### src/rtl/hpp_pkg.sv
// shared types, codes and token match functions for the http request head parser
// used by hpp_parse_core, the top level and the checker; depends on nothing
package hpp_pkg;

    localparam int TOKEN_BUF_BYTES  = 8;
    localparam int BODY_COUNT_WIDTH = 32;
    localparam int BODY_LIMIT_WIDTH = 32;
    localparam int TOK_IDX_W        = $clog2(TOKEN_BUF_BYTES);
    localparam int TOK_LEN_W        = 4;
    localparam int BODY_CMP_W       = (BODY_COUNT_WIDTH > BODY_LIMIT_WIDTH) ?
                                      BODY_COUNT_WIDTH : BODY_LIMIT_WIDTH;

    localparam logic [BODY_LIMIT_WIDTH-1:0] MAX_BODY_RESET = 32'd1048576;

    localparam logic [TOK_LEN_W-1:0] TOK_LEN_SAT        = 4'd15;
    localparam logic [TOK_LEN_W-1:0] METHOD_LEN_LIMIT   = 4'd7;
    localparam logic [TOK_LEN_W-1:0] VERSION_LEN_LIMIT  = 4'd8;
    localparam logic [TOK_LEN_W-1:0] VERSION_LEN        = 4'd8;

    // characters
    localparam logic [7:0] CH_SP    = 8'h20;
    localparam logic [7:0] CH_CR    = 8'h0d;
    localparam logic [7:0] CH_LF    = 8'h0a;
    localparam logic [7:0] CH_COLON = 8'h3a;
    localparam logic [7:0] CH_SLASH = 8'h2f;
    localparam logic [7:0] CH_CTL_MAX = 8'd31;
    localparam logic [7:0] CH_DEL   = 8'd127;

    // byte kind codes
    localparam logic [2:0] KIND_DELIM   = 3'd0;
    localparam logic [2:0] KIND_METHOD  = 3'd1;
    localparam logic [2:0] KIND_URI     = 3'd2;
    localparam logic [2:0] KIND_VERSION = 3'd3;
    localparam logic [2:0] KIND_KEY     = 3'd4;
    localparam logic [2:0] KIND_VALUE   = 3'd5;
    localparam logic [2:0] KIND_PAYLOAD = 3'd6;

    // status codes
    localparam logic [1:0] STATUS_OK        = 2'd0;
    localparam logic [1:0] STATUS_BAD       = 2'd1;
    localparam logic [1:0] STATUS_TOO_LARGE = 2'd2;
    localparam logic [1:0] STATUS_DROPPED   = 2'd3;

    // method codes
    localparam logic [2:0] METHOD_NONE    = 3'd0;
    localparam logic [2:0] METHOD_GET     = 3'd1;
    localparam logic [2:0] METHOD_PUT     = 3'd2;
    localparam logic [2:0] METHOD_POST    = 3'd3;
    localparam logic [2:0] METHOD_PATCH   = 3'd4;
    localparam logic [2:0] METHOD_DELETE  = 3'd5;
    localparam logic [2:0] METHOD_OPTIONS = 3'd6;

    // version codes
    localparam logic [1:0] VERSION_NONE = 2'd0;
    localparam logic [1:0] VERSION_1_0  = 2'd1;
    localparam logic [1:0] VERSION_1_1  = 2'd2;

    typedef enum logic [3:0] {
        STAGE_METHOD  = 4'd0,
        STAGE_URI     = 4'd1,
        STAGE_PROTO   = 4'd2,
        STAGE_NL1     = 4'd3,
        STAGE_KEY     = 4'd4,
        STAGE_SPACE   = 4'd5,
        STAGE_VALUE   = 4'd6,
        STAGE_NL2     = 4'd7,
        STAGE_NL3     = 4'd8,
        STAGE_PAYLOAD = 4'd9
    } stage_t;

    typedef logic [TOKEN_BUF_BYTES-1:0][7:0] tok_buf_t;

    typedef struct packed {
        logic [7:0] byte_out;
        logic [2:0] byte_kind;
        logic       field_end;
        logic       head_done;
        logic [1:0] status;
        logic [2:0] method_code;
        logic [1:0] version_code;
    } result_t;

    function automatic logic is_ctl(input logic [7:0] c);
        return c inside {[8'd0:CH_CTL_MAX], CH_DEL};
    endfunction

    function automatic logic [2:0] match_method(input tok_buf_t buf_in,
                                                input logic [TOK_LEN_W-1:0] len);
        logic [2:0] code;
        code = METHOD_NONE;
        case (len)
            4'd3: begin
                if ({buf_in[0], buf_in[1], buf_in[2]} == "GET") code = METHOD_GET;
                else if ({buf_in[0], buf_in[1], buf_in[2]} == "PUT") code = METHOD_PUT;
            end
            4'd4: begin
                if ({buf_in[0], buf_in[1], buf_in[2], buf_in[3]} == "POST")
                    code = METHOD_POST;
            end
            4'd5: begin
                if ({buf_in[0], buf_in[1], buf_in[2], buf_in[3], buf_in[4]} == "PATCH")
                    code = METHOD_PATCH;
            end
            4'd6: begin
                if ({buf_in[0], buf_in[1], buf_in[2], buf_in[3], buf_in[4],
                     buf_in[5]} == "DELETE")
                    code = METHOD_DELETE;
            end
            4'd7: begin
                if ({buf_in[0], buf_in[1], buf_in[2], buf_in[3], buf_in[4],
                     buf_in[5], buf_in[6]} == "OPTIONS")
                    code = METHOD_OPTIONS;
            end
            default: code = METHOD_NONE;
        endcase
        return code;
    endfunction

    function automatic logic [1:0] match_version(input tok_buf_t buf_in,
                                                 input logic [TOK_LEN_W-1:0] len);
        logic [1:0] code;
        code = VERSION_NONE;
        if (len == VERSION_LEN &&
            {buf_in[0], buf_in[1], buf_in[2], buf_in[3], buf_in[4], buf_in[5],
             buf_in[6]} == "HTTP/1.") begin
            if (buf_in[7] == "1") code = VERSION_1_1;
            else if (buf_in[7] == "0") code = VERSION_1_0;
        end
        return code;
    endfunction

endpackage

### src/rtl/hpp_parse_core.sv
// per-byte stage machine of the request head parser: request state registers,
// token buffer and the combinational step; depends on hpp_pkg
module hpp_parse_core (
    input  logic                                  aclk,
    input  logic                                  aresetn,
    input  logic                                  step_en,
    input  logic [7:0]                            data_byte,
    input  logic                                  start_request,
    input  logic [hpp_pkg::BODY_LIMIT_WIDTH-1:0]  max_body_size,
    output hpp_pkg::result_t                      result
);

    hpp_pkg::stage_t                         stage_reg, stage_next, stage_eff;
    hpp_pkg::tok_buf_t                       tok_buf_reg;
    logic [hpp_pkg::TOK_LEN_W-1:0]           tok_len_reg, tok_len_next, tok_len_eff;
    logic                                    nonempty_reg, nonempty_next, nonempty_eff;
    logic [2:0]                              method_reg, method_next, method_eff;
    logic [1:0]                              version_reg, version_next, version_eff;
    logic [hpp_pkg::BODY_COUNT_WIDTH-1:0]    count_reg, count_next, count_eff;
    logic                                    error_reg, error_next, error_eff;

    logic [2:0] kind;
    logic       fend;
    logic       hdone;
    logic [1:0] status;
    logic       ok;
    logic       do_push, clr_len, clr_ne, set_ne, set_buf0;
    logic       ld_method, ld_version, inc_count;
    logic [2:0] method_match;
    logic [1:0] version_match;
    logic       body_full;
    logic       body_at_limit;
    logic       push_in_range;

    // a start clears the request state before this byte is parsed
    always_comb begin
        if (start_request) begin
            stage_eff    = hpp_pkg::STAGE_METHOD;
            tok_len_eff  = '0;
            nonempty_eff = 1'b0;
            method_eff   = hpp_pkg::METHOD_NONE;
            version_eff  = hpp_pkg::VERSION_NONE;
            count_eff    = '0;
            error_eff    = 1'b0;
        end else begin
            stage_eff    = stage_reg;
            tok_len_eff  = tok_len_reg;
            nonempty_eff = nonempty_reg;
            method_eff   = method_reg;
            version_eff  = version_reg;
            count_eff    = count_reg;
            error_eff    = error_reg;
        end
    end

    assign method_match  = hpp_pkg::match_method(tok_buf_reg, tok_len_eff);
    assign version_match = hpp_pkg::match_version(tok_buf_reg, tok_len_eff);
    assign body_full     = &count_eff;
    assign body_at_limit = hpp_pkg::BODY_CMP_W'(count_eff) >=
                           hpp_pkg::BODY_CMP_W'(max_body_size);
    assign push_in_range = {1'b0, tok_len_eff} <
                           (hpp_pkg::TOK_LEN_W + 1)'(hpp_pkg::TOKEN_BUF_BYTES);

    // result fields and state update requests
    always_comb begin
        kind       = hpp_pkg::KIND_DELIM;
        fend       = 1'b0;
        hdone      = 1'b0;
        status     = hpp_pkg::STATUS_OK;
        do_push    = 1'b0;
        clr_len    = 1'b0;
        clr_ne     = 1'b0;
        set_ne     = 1'b0;
        set_buf0   = 1'b0;
        ld_method  = 1'b0;
        ld_version = 1'b0;
        inc_count  = 1'b0;
        if (error_eff) begin
            status = hpp_pkg::STATUS_DROPPED;
        end else begin
            case (stage_eff)
                hpp_pkg::STAGE_METHOD: begin
                    if (data_byte == hpp_pkg::CH_SP) begin
                        if (method_match == hpp_pkg::METHOD_NONE) begin
                            status = hpp_pkg::STATUS_BAD;
                        end else begin
                            ld_method = 1'b1;
                            fend      = 1'b1;
                            clr_len   = 1'b1;
                            clr_ne    = 1'b1;
                        end
                    end else if (tok_len_eff > hpp_pkg::METHOD_LEN_LIMIT) begin
                        status = hpp_pkg::STATUS_BAD;
                    end else begin
                        do_push = 1'b1;
                        kind    = hpp_pkg::KIND_METHOD;
                    end
                end
                hpp_pkg::STAGE_URI: begin
                    if (data_byte == hpp_pkg::CH_SP) begin
                        if (!nonempty_eff || tok_buf_reg[0] != hpp_pkg::CH_SLASH) begin
                            status = hpp_pkg::STATUS_BAD;
                        end else begin
                            fend    = 1'b1;
                            clr_len = 1'b1;
                            clr_ne  = 1'b1;
                        end
                    end else if (hpp_pkg::is_ctl(data_byte)) begin
                        status = hpp_pkg::STATUS_BAD;
                    end else begin
                        // only the first uri byte is kept, for the leading slash check
                        set_buf0 = !nonempty_eff;
                        set_ne   = 1'b1;
                        kind     = hpp_pkg::KIND_URI;
                    end
                end
                hpp_pkg::STAGE_PROTO: begin
                    if (data_byte == hpp_pkg::CH_CR) begin
                        if (version_match == hpp_pkg::VERSION_NONE) begin
                            status = hpp_pkg::STATUS_BAD;
                        end else begin
                            ld_version = 1'b1;
                            fend       = 1'b1;
                            clr_len    = 1'b1;
                        end
                    end else if (tok_len_eff > hpp_pkg::VERSION_LEN_LIMIT) begin
                        status = hpp_pkg::STATUS_BAD;
                    end else begin
                        do_push = 1'b1;
                        kind    = hpp_pkg::KIND_VERSION;
                    end
                end
                hpp_pkg::STAGE_NL1, hpp_pkg::STAGE_NL2: begin
                    if (data_byte == hpp_pkg::CH_LF) clr_ne = 1'b1;
                    else status = hpp_pkg::STATUS_BAD;
                end
                hpp_pkg::STAGE_KEY: begin
                    if (data_byte == hpp_pkg::CH_CR) begin
                        // cr at line start is the blank line, after key bytes it is bad
                        if (nonempty_eff) status = hpp_pkg::STATUS_BAD;
                    end else if (data_byte == hpp_pkg::CH_COLON) begin
                        fend   = 1'b1;
                        clr_ne = 1'b1;
                    end else if (hpp_pkg::is_ctl(data_byte)) begin
                        status = hpp_pkg::STATUS_BAD;
                    end else begin
                        set_ne = 1'b1;
                        kind   = hpp_pkg::KIND_KEY;
                    end
                end
                hpp_pkg::STAGE_SPACE: begin
                    if (data_byte != hpp_pkg::CH_SP) status = hpp_pkg::STATUS_BAD;
                end
                hpp_pkg::STAGE_VALUE: begin
                    if (data_byte == hpp_pkg::CH_CR) begin
                        fend = 1'b1;
                    end else if (hpp_pkg::is_ctl(data_byte)) begin
                        status = hpp_pkg::STATUS_BAD;
                    end else begin
                        kind = hpp_pkg::KIND_VALUE;
                    end
                end
                hpp_pkg::STAGE_NL3: begin
                    if (data_byte == hpp_pkg::CH_LF) hdone = 1'b1;
                    else status = hpp_pkg::STATUS_BAD;
                end
                hpp_pkg::STAGE_PAYLOAD: begin
                    if (!(method_eff inside {hpp_pkg::METHOD_PUT, hpp_pkg::METHOD_POST,
                                             hpp_pkg::METHOD_PATCH})) begin
                        status = hpp_pkg::STATUS_BAD;
                    end else if (body_full || body_at_limit) begin
                        status = hpp_pkg::STATUS_TOO_LARGE;
                    end else begin
                        inc_count = 1'b1;
                        kind      = hpp_pkg::KIND_PAYLOAD;
                    end
                end
                default: status = hpp_pkg::STATUS_BAD;
            endcase
        end
    end

    assign ok = (status == hpp_pkg::STATUS_OK);

    // stage transitions; an erroneous or dropped byte leaves the stage alone
    always_comb begin
        stage_next = stage_eff;
        if (ok) begin
            case (stage_eff)
                hpp_pkg::STAGE_METHOD:
                    if (data_byte == hpp_pkg::CH_SP) stage_next = hpp_pkg::STAGE_URI;
                hpp_pkg::STAGE_URI:
                    if (data_byte == hpp_pkg::CH_SP) stage_next = hpp_pkg::STAGE_PROTO;
                hpp_pkg::STAGE_PROTO:
                    if (data_byte == hpp_pkg::CH_CR) stage_next = hpp_pkg::STAGE_NL1;
                hpp_pkg::STAGE_NL1, hpp_pkg::STAGE_NL2:
                    stage_next = hpp_pkg::STAGE_KEY;
                hpp_pkg::STAGE_KEY: begin
                    if (data_byte == hpp_pkg::CH_CR) stage_next = hpp_pkg::STAGE_NL3;
                    else if (data_byte == hpp_pkg::CH_COLON)
                        stage_next = hpp_pkg::STAGE_SPACE;
                end
                hpp_pkg::STAGE_SPACE:
                    stage_next = hpp_pkg::STAGE_VALUE;
                hpp_pkg::STAGE_VALUE:
                    if (data_byte == hpp_pkg::CH_CR) stage_next = hpp_pkg::STAGE_NL2;
                hpp_pkg::STAGE_NL3:
                    stage_next = hpp_pkg::STAGE_PAYLOAD;
                default: stage_next = stage_eff;
            endcase
        end
    end

    always_comb begin
        error_next = error_eff ||
                     status == hpp_pkg::STATUS_BAD || status == hpp_pkg::STATUS_TOO_LARGE;

        tok_len_next = tok_len_eff;
        if (ok && clr_len) tok_len_next = '0;
        else if (ok && do_push && tok_len_eff != hpp_pkg::TOK_LEN_SAT)
            tok_len_next = tok_len_eff + 1'b1;

        nonempty_next = nonempty_eff;
        if (ok && clr_ne) nonempty_next = 1'b0;
        else if (ok && set_ne) nonempty_next = 1'b1;

        method_next  = (ok && ld_method)  ? method_match  : method_eff;
        version_next = (ok && ld_version) ? version_match : version_eff;
        count_next   = (ok && inc_count)  ? count_eff + 1'b1 : count_eff;
    end

    always_ff @(posedge aclk) begin
        if (!aresetn) begin
            stage_reg    <= hpp_pkg::STAGE_METHOD;
            tok_len_reg  <= '0;
            nonempty_reg <= 1'b0;
            method_reg   <= hpp_pkg::METHOD_NONE;
            version_reg  <= hpp_pkg::VERSION_NONE;
            count_reg    <= '0;
            error_reg    <= 1'b0;
        end else if (step_en) begin
            stage_reg    <= stage_next;
            tok_len_reg  <= tok_len_next;
            nonempty_reg <= nonempty_next;
            method_reg   <= method_next;
            version_reg  <= version_next;
            count_reg    <= count_next;
            error_reg    <= error_next;
        end
    end

    // token bytes past the buffer depth are counted but not stored
    always_ff @(posedge aclk) begin
        if (step_en && ok) begin
            if (do_push && push_in_range)
                tok_buf_reg[tok_len_eff[hpp_pkg::TOK_IDX_W-1:0]] <= data_byte;
            else if (set_buf0)
                tok_buf_reg[0] <= data_byte;
        end
    end

    assign result.byte_out     = data_byte;
    assign result.byte_kind    = kind;
    assign result.field_end    = fend;
    assign result.head_done    = hdone;
    assign result.status       = status;
    assign result.method_code  = method_next;
    assign result.version_code = version_next;

endmodule

### src/rtl/http_request_head_parser_unit.sv
// each accepted byte waits in the input register, then its result is held in the
// result register on m_valid; throughput: one byte per cycle while m_ready stays
// high; the hpp_parse_core stage machine closes its loop between the two registers
// reset: aresetn (synchronous, active low) empties both registers, returns the
// parser to the method stage and sets max_body_size to 1048576
module http_request_head_parser_unit (
    input  logic        aclk,
    input  logic        aresetn,
    input  logic        s_valid,
    output logic        s_ready,
    input  logic [7:0]  s_data_byte,
    input  logic        s_start_request,
    output logic        m_valid,
    input  logic        m_ready,
    output logic [7:0]  m_byte_out,
    output logic [2:0]  m_byte_kind,
    output logic        m_field_end,
    output logic        m_head_done,
    output logic [1:0]  m_status,
    output logic [2:0]  m_method_code,
    output logic [1:0]  m_version_code,
    input  logic        cfg_we,
    input  logic [31:0] cfg_wdata
);

    logic                                  in_valid_reg, in_valid_next;
    logic [7:0]                            in_byte_reg;
    logic                                  in_start_reg;
    logic                                  out_valid_reg, out_valid_next;
    hpp_pkg::result_t                      out_reg;
    hpp_pkg::result_t                      step_result;
    logic [hpp_pkg::BODY_LIMIT_WIDTH-1:0]  max_body_reg;
    logic                                  advance;
    logic                                  s_take;

    // the input item moves on when the result register is free or being drained
    assign advance = in_valid_reg && (!out_valid_reg || m_ready);
    assign s_ready = !in_valid_reg || advance;
    assign s_take  = s_valid && s_ready;

    assign in_valid_next  = s_take || (in_valid_reg && !advance);
    assign out_valid_next = advance || (out_valid_reg && !m_ready);

    always_ff @(posedge aclk) begin
        if (!aresetn) begin
            in_valid_reg  <= 1'b0;
            out_valid_reg <= 1'b0;
            max_body_reg  <= hpp_pkg::MAX_BODY_RESET;
        end else begin
            in_valid_reg  <= in_valid_next;
            out_valid_reg <= out_valid_next;
            if (cfg_we) max_body_reg <= cfg_wdata;
        end
    end

    always_ff @(posedge aclk) begin
        if (s_take) begin
            in_byte_reg  <= s_data_byte;
            in_start_reg <= s_start_request;
        end
        if (advance) out_reg <= step_result;
    end

    hpp_parse_core u_core (
        .aclk          (aclk),
        .aresetn       (aresetn),
        .step_en       (advance),
        .data_byte     (in_byte_reg),
        .start_request (in_start_reg),
        .max_body_size (max_body_reg),
        .result        (step_result)
    );

    assign m_valid        = out_valid_reg;
    assign m_byte_out     = out_reg.byte_out;
    assign m_byte_kind    = out_reg.byte_kind;
    assign m_field_end    = out_reg.field_end;
    assign m_head_done    = out_reg.head_done;
    assign m_status       = out_reg.status;
    assign m_method_code  = out_reg.method_code;
    assign m_version_code = out_reg.version_code;

endmodule

### config.mk
export PLATFORM = sky130hd
export DESIGN_NAME = http_request_head_parser_unit
export DESIGN_NICKNAME = d
export VERILOG_FILES = /design/src/rtl/hpp_pkg.sv /design/src/rtl/hpp_parse_core.sv /design/src/rtl/http_request_head_parser_unit.sv
export SDC_FILE = /design/constraint.sdc
export NUM_CORES = 1
export LEC_CHECK = 0
export BUFFER_PORTS_ARGS = -buffer_cell sky130_fd_sc_hd__buf_4
export CAP_MARGIN = 25
export CORE_AREA = 2 2 155 157
export CTS_CLUSTER_SIZE = 12
export DETAILED_ROUTE_END_ITERATION = 7
export DIE_AREA = 0 0 157 159
export SLEW_MARGIN = 10
export SYNTH_ARGS = -nofsm -noshare
export SYNTH_HDL_FRONTEND = slang
export SYNTH_SLANG_ARGS = --single-unit
### constraint.sdc
create_clock -name aclk -period 13.3 [get_ports aclk]
set_input_delay 1.33 -clock aclk [delete_from_list [all_inputs] [get_ports aclk]]
set_output_delay 1.33 -clock aclk [all_outputs]
set_load 0.005 [all_outputs]
==> results of run 1 <==
-- synth_stat cells (30+ instances only) --
master and n:
nand2_1 108, edfxtp_1 93, dfxtp_1 81, nor2_1 71, nand3_1 60, mux2i_1 56
inv_1 45, nor2b_1 42, a21oi_1 37, clkbuf_1 37, ha_1 37, nor3_1 32
o21ai_0 30
-- kinds of logic after synthesis --
kind of cell               synth area share
AOI/OAI and AO/OA                    0.0867
adders and majority gates            0.0480
buffers and inverters                0.0417
DFF                                   0.458
muxes                                0.0605
and+or+nand+nor                       0.305
-- routing by layer --
layer / track usage / vias to the layer above / wire length, µm
li1: - / 3817 / -
met1: 0.313 / 3737 / 12200
met2: 0.296 / 305 / 10900
met3: 0.0389 / 40 / 1680
met4: 0.0588 / 0 / 393
met5: 0 / - / 0
-- through the flow --
step / setup WS [ps] / power [mW] / instances
2_1_floorplan: 8900 / 0.646 / 1004
3_3_place_gp: 8580 / 0.677 / 1348
3_5_place_dp: 8490 / 0.679 / 1351
4_1_cts: 8460 / 1.17 / 1383
5_1_grt: 8210 / 1.20 / 1385
6_report: 8710 / 1.16 / 1385
-- worst max-delay path: stages, from the launching register on --
cell	delay, ps
edfxtp_1	320
buf_4	540
inv_2	310
nand2_1	240
ha_1	190
nor4bb_1	340
nand4_1	240
nor3_1	240
a21boi_0	130
nor3_1	350
nand4_2	700
or4_1	730
a21oi_1	140
-- cell type report --
cell class	instances	area, µm²	share of cell area
multi-input cells	732	4830	0.439
clock buffers	18	429	0.0391
well taps	319	399	0.0363
repair buffers	81	596	0.0542
clock inverters	14	145	0.0132
inverters	47	179	0.0163
flip-flops and latches	174	4410	0.402
-- final timing paths --
kind / endpoint / slack (ps) / cells after the start
worst max-delay path: u_core.count_reg[17] / 8710 / 12
worst min-delay path: u_core.count_reg[11] / 490 / 2
worst max register to register: u_core.count_reg[17] / 8710 / 12
worst min register to register: u_core.count_reg[11] / 490 / 2
-- power groups by stage --
stage               clock (mW)  sequential, mW  combinational, mW
finish                   0.497           0.592             0.0740
global placement             0           0.604             0.0728
detailed placement           0           0.604             0.0743
global route             0.528           0.594             0.0829
floorplan                    0           0.599             0.0471
CTS                      0.505           0.592             0.0745
==> impl_metrics.ini, run 1 <==
[synthesis]
synth_seq_cells = 174
async_reset_ff_frac = 0
netlist.area_leader.share = 0.290
synth.distinct_cells = 76
syn-instance-count = 1004
yosys_warnings = 0
syn_avg_cell_area_um2 = 9.60
synth_edf_count = 93
synth_area_leaders = edfxtp_1 29%, dfxtp_1 17%, mux2i_1 5.8%, ha_1 4.8%, nand2_1 4.2%
syn_nets = 1087
syn-cell-area_mm2 = 0.00964
synth_area_leader_cell = edfxtp_1
ys_seq_area_frac = 0.458
synthFlopType = edfxtp_1

[cts]
cts_buffer_depth = 2
cts_buffers = 17
post_cts_resize_count = 0
cts-root-buf = clkbuf_16
postCtsHoldBufs = 0
cts_setup_buffers = 0
cts_sinks = 174
cts_htree_levels = 4
clock_latency_ps = 440
cts_tree = yes
clkSlewWorstSetupHoldPaths_ps = 70

[die]
initial_core_util = 0.416
ios = 68
rows = 56
coreArea_mm2 = 0.0232
dieArea_mm2 = 0.0250
die_x_um = 157
die-height_um = 159

[routing]
viasPerCell = 5.70
drt_iter0_drc = 774
wl_per_cell_um = 18.2
ant_nets = 0
drc_errors = 0
vias = 7899
wl_um = 25200
drt_first_pass_iters = 6

[timing]
final.period_utilization = 0.345
rsz0062_at_grt = no
slew_viol_final = 0
worstMarginPinSlew_ps = 824
fin_crit_ps = 4590
fin_setup_tns_ps = 0
clock_skew_ps = 12.8
setup_violations = 0
holdWs_ps = 490
fmax_ghz = 0.218
max_slew_margin = 0.449
finalHoldViolCount = 0

[status]
status = complete, no violations

[grt]
gr-total-overflow = 0
track_usage = 0.206
grt_pass1_wl_um = 40300
grt_pass1_vias = 7363
grt_max_degree = 64
antenna_found_initial = 0

[placement]
hpwlAfterDp_um = 17600
portBuffers = 67
postPlaceCellArea_mm2 = 0.0104
place.gp.congestion = 0.974

[cells_and_area]
area_growth_pct = 14.0
diodes = 0
stdcell_area_mm2 = 0.0110
largest_reg_flops = 64
drive_gt1_frac = 0.139
nets = 1136
layout_commonest_cell = nand2_1
final_core_util = 0.474
final_cell_mix = 107 x nand2_1, 93 x edfxtp_1, 81 x dfxtp_1
n_fill_cell = 2219

[power]
p_sw_frac = 0.259
switching_power_mw = 0.301
seqPwrFrac = 0.509
vdd_drop_max_mv = 0.0795
pwr-share-comb = 0.064
clock_power_share = 0.427
p_leak_nw = 3.93
powerDensity_mw_per_mm2 = 106
p_int_mw = 0.861

[worst_setup_path]
critPathLaunch = in_start_reg
worstSetupPathType = flop to flop
r2r_start = in_start_reg
cp.required_ps = 13660
crit_arrival_ps = 4960
cp_max_fo = 58
endpoint_kind = flop
cp-start-kind = flop

[worst_hold_path]
min_from = u_core.count_reg[11]
hold_class = flop to flop

[flow_run]
drv_cap = 0
Note: power is estimated with default switching activity, not from simulation.
==> inputs of run 2 (changes only) <==
Clock period 13.3 ns to 3.99 ns, I/O delays scaled along.
==> run 2 against run 1 <==
  * Register-to-register slack lost 8400 ps
  * Routed wire length grew 2.0%
  * Setup slack got worse by 8400 ps
  * Design area grew 2.6%
  * Total power grew to 3.4 times the previous value
  * Clock skew increased by 6.1 ps
  * Critical path type unchanged
  * Largest power group unchanged
==> impl_metrics.ini, run 2 (synthesized netlist as in run 1, its figures left out) <==
[timing]
finalWorstSetupSlack_ps = 308
slew_viol_final = 0
setup_violations = 0
finalHoldViolCount = 0
final.period_utilization = 0.923
rsz0062_at_grt = no
holdWs_ps = 135
clock_skew_ps = 18.8
fin_crit_ps = 3680
max_slew_margin = 0.519
worstMarginPinSlew_ps = 712
fmax_ghz = 0.272

[grt]
grt_pass1_wl_um = 41200
antenna_found_initial = 0
track_usage = 0.210
gr-total-overflow = 0
grt_max_degree = 64
grt_pass1_vias = 7549

[die]
die-height_um = 159
ios = 68
initial_core_util = 0.416
die_x_um = 157
rows = 56
dieArea_mm2 = 0.0250
coreArea_mm2 = 0.0232

[worst_hold_path]
hold_path_end = in_start_reg
min_from = s_start_request
whs_path_depth = 1
hold_class = input pin to flop

[power]
vdd_drop_max_mv = 0.269
p_leak_nw = 4.09
finalPower_mw = 3.93
powerDensity_mw_per_mm2 = 349

[cts]
cts_htree_levels = 4
cts-root-buf = clkbuf_16
cts_buffer_depth = 2
post_cts_resize_count = 0
cts_tree = yes
clock_latency_ps = 440
clkSlewWorstSetupHoldPaths_ps = 70
cts_buffers = 17
cts_sinks = 174

[routing]
viasPerCell = 5.65
wl_um = 25600
ant_nets = 0
drt_first_pass_iters = 5
wl_per_cell_um = 18.2
vias = 7978
drc_errors = 0
drt_iter0_drc = 544

[worst_setup_path]
r2r_setup_slack_ps = 310
r2r_start = in_start_reg
worstSetupPathType = flop to flop
worst-r2r-cell-count = 12
endpoint_kind = flop
cp_max_fo = 37
cp-start-kind = flop
cp.required_ps = 4080
crit_arrival_ps = 3780
reg2reg_to = u_core.tok_buf_reg[41]

[flow_run]
drv_cap = 0

[cells_and_area]
layout_commonest_cell = nand2_1
nets = 1164
area_growth_pct = 17.0
final_core_util = 0.486
diodes = 0
final_cell_mix = 107 x nand2_1, 106 x buf_4, 93 x edfxtp_1
drive_gt1_frac = 0.162
largest_reg_flops = 64

[placement]
portBuffers = 67
pre_cts_slack_ps = 275
place.gp.congestion = 0.926
hpwlAfterDp_um = 18500

[status]
status = complete, no violations
-- run 2: changes by cell type in the layout (fill, tap and decap cells not counted), sizes merged --
cell | before | now
bufinv | 0 | 1
clkinv | 3 | 4
inv | 58 | 56
buf | 81 | 109
-- run 2: area by class of cell --
type	count	area, µm²
Clock buffer	18	429
Fill cell	2173	11900
Timing Repair Buffer	109	856
Sequential cell	174	4410
Multi-Input combinational cell	732	4840
Tap cell	319	399
Inverter	47	179
Clock inverter	14	163
-- run 2: worst max-delay path: stages (launching register included) --
cell	delay, ps
edfxtp_1	410
buf_12	190
nor2b_1	290
ha_1	320
a21oi_1	150
o21ai_0	140
a211oi_1	200
nor3_1	90
a2111oi_2	400
a21boi_0	240
nor4_1	310
buf_4	170
and3_1	400
-- run 2: timing repair --
action | 4_1_cts | 5_1_grt
hold buffers | 0 | 0
buffers inserted | 0 | 1
endpoints found under the setup margin | 0 | 8
-- run 2: stage by stage --
stage	TNS (ps)	instance area, µm²	instances
2_1_floorplan	-500	9650	1004
4_1_cts	0	11300	1412
3_3_place_gp	0	10700	1380
6_report	0	11300	1413
3_5_place_dp	0	10700	1380
5_1_grt	0	11300	1413
-- run 2: worst max path at each step --
stage | to | start | cells after the start
after global routing | u_core.tok_buf_reg[45] | in_start_reg | 12
after floorplan | u_core.tok_buf_reg[48] | in_start_reg | 16
after detailed placement | u_core.tok_buf_reg[13] | in_start_reg | 12
final | u_core.tok_buf_reg[41] | in_start_reg | 12
after global placement | u_core.tok_buf_reg[13] | in_start_reg | 12
after CTS | u_core.tok_buf_reg[13] | in_start_reg | 12
-- run 2: routing by layer --
layer  wire [µm]  up-vias  part of all wire  track usage
met4         351        0             0.014       0.0555
met3        1850       35             0.072       0.0509
met1       12200     3757              0.48        0.308
met5           0        -                 0            0
li1            -     3865                 -            -
met2       11200      321              0.44        0.309
-- run 2: power breakdown --
part	switching (mW)	internal, mW	total, mW
combinational	0.162	0.117	0.278
clock	0.791	0.898	1.69
sequential	0.0321	1.93	1.96
total	0.985	2.95	3.93
==> inputs of run 3 (changes only) <==
Settings changed: SETUP_SLACK_MARGIN set to 0.4.
==> run 3 against run 2 <==
  * Total power increased by 0.43%
  * Sequential power about the same
  * Utilization increased by 0.67 points
  * Clock power about the same
  * First-iteration DRC count increased by 22%
  * Maximum frequency increased by 8.7%
  * Non-clock buffer count increased by 5
  * Clock-buffer cell count increased by 1
  * Die area unchanged
  * Critical path depth decreased by 4
  * Critical endpoint is now u_core.tok_buf_reg[50]
  * Largest power group unchanged
==> impl_metrics.ini, run 3 (synthesized netlist as in run 1, its figures left out) <==
[status]
status = complete, no violations

[cts]
cts_buffers = 17
cts-root-buf = clkbuf_16
cts_htree_levels = 4
clock_latency_ps = 440
cts_buffer_depth = 2
postCtsHoldBufs = 0
clkSlewWorstSetupHoldPaths_ps = 80
cts_sinks = 174
cts_tree = yes

[power]
p_leak_nw = 4.12
p_sw_frac = 0.255
pwr-share-comb = 0.074
powerDensity_mw_per_mm2 = 345
finalPower_mw = 3.95
switching_power_mw = 1.01
p_int_mw = 2.94
clock_power_share = 0.430
vdd_drop_max_mv = 0.259
seqPwrFrac = 0.497

[cells_and_area]
area_growth_pct = 18.6
final_core_util = 0.493
drive_gt1_frac = 0.181
final-seq-area_mm2 = 0.00441
largest_reg_flops = 64
n_fill_cell = 2180
layout_commonest_cell = buf_4
diodes = 0
final_cell_mix = 110 x buf_4, 107 x nand2_1, 93 x edfxtp_1
nets = 1169
multi_input_area_mm2 = 0.00493

[timing]
finalWorstSetupSlack_ps = 603
finalHoldViolCount = 0
rsz0062_at_grt = yes
fin_setup_tns_ps = 0
setup_violations = 0
clock_skew_ps = 17.3
slew_viol_final = 0
fmax_ghz = 0.295
fin_crit_ps = 3390
holdWs_ps = 131
worstMarginPinSlew_ps = 792
final.period_utilization = 0.849
max_slew_margin = 0.472

[worst_setup_path]
crit_arrival_ps = 3480
endpoint_kind = flop
cp_max_fo = 11
slowest_stage = or4b_1
crit_chain = buf_4 -> or4b_1 -> nor2_1 -> a32oi_1 -> or3_1 -> nor2_1 -> nand3_2 -> nor3b_4
cp_common_cell = nor2_1
cp.required_ps = 4080
worstSetupPathType = flop to flop
cp-start-kind = flop
critPathMaxStageDelay_ps = 500

[routing]
drt_iter0_drc = 664
drc_errors = 0
wl_um = 26000
wl_per_cell_um = 18.3
vias = 7995
viasPerCell = 5.64
ant_nets = 0
drt_first_pass_iters = 5

[die]
die_x_um = 157
ios = 68
rows = 56
dieArea_mm2 = 0.0250
coreArea_mm2 = 0.0232
die-height_um = 159
initial_core_util = 0.416

[grt]
grt_max_degree = 63
antenna_found_initial = 0
grt_pass1_wl_um = 41700
grt_pass1_vias = 7575
gr-total-overflow = 0
track_usage = 0.212

[placement]
pre_cts_slack_ps = 300
portBuffers = 67
place.gp.congestion = 0.958
hpwlAfterDp_um = 18800

[worst_hold_path]
hold_class = input pin to flop

[flow_run]
drv_cap = 0
==> run 3: stage by stage <==
step,cells,area [µm²]
floorplan,1004,9730
global placement,1385,10800
detailed placement,1385,10800
CTS,1418,11400
global route,1418,11400
finish,1418,11400
==> run 3: final timing paths <==
| kind | start | endpoint | cells after the start | slack, ps |
|---|---|---|---|---|
| setup reg to reg | in_start_reg | u_core.tok_buf_reg[50] | 8 | 600 |
| hold reg to reg | max_body_reg[15] | max_body_reg[15] | 2 | 490 |
| hold / removal | s_data_byte[6] | in_byte_reg[6] | 1 | 130 |
| setup / recovery | in_start_reg | u_core.tok_buf_reg[50] | 8 | 600 |
==> run 3: routing by layer <==
layer	global-route usage	vias to the layer above	wire length [µm]
met1	0.322	3830	12500
met2	0.295	263	11000
met4	0.0534	0	325
met3	0.0593	24	2140
li1	-	3878	-
met5	0	-	0
==> run 3: area by class of cell <==
cell class	instances	share of cell area
sequential	174	0.386
tap	319	0.0349
clock inverter	13	0.0123
timing repair buffer	114	0.0792
clock buffer	19	0.0406
multi-input combinational	732	0.431
inverter	47	0.0157
==> run 3: timing repair <==
| action | 4_1_cts | 5_1_grt |
|---|---|---|
| endpoints found under the setup margin | 32 | 51 |
| pin swaps | 0 | 3 |
| setup buffers | 1 | 0 |
| resized for setup | 3 | 11 |
==> run 3: critical path, delay by kind of cell, from the launching register on <==
kind	cells	cell delay, ps
compound gates	1	210
flops	1	460
buf+inv	1	230
simple gates	6	2150
==> run 3: power groups by stage <==
stage / registers (mW) / logic [mW] / clock network, mW
2_1_floorplan: 2.00 / 0.163 / 0
3_3_place_gp: 2.00 / 0.285 / 0
3_5_place_dp: 2.00 / 0.287 / 0
4_1_cts: 1.96 / 0.289 / 1.73
5_1_grt: 1.97 / 0.321 / 1.81
6_report: 1.96 / 0.290 / 1.70
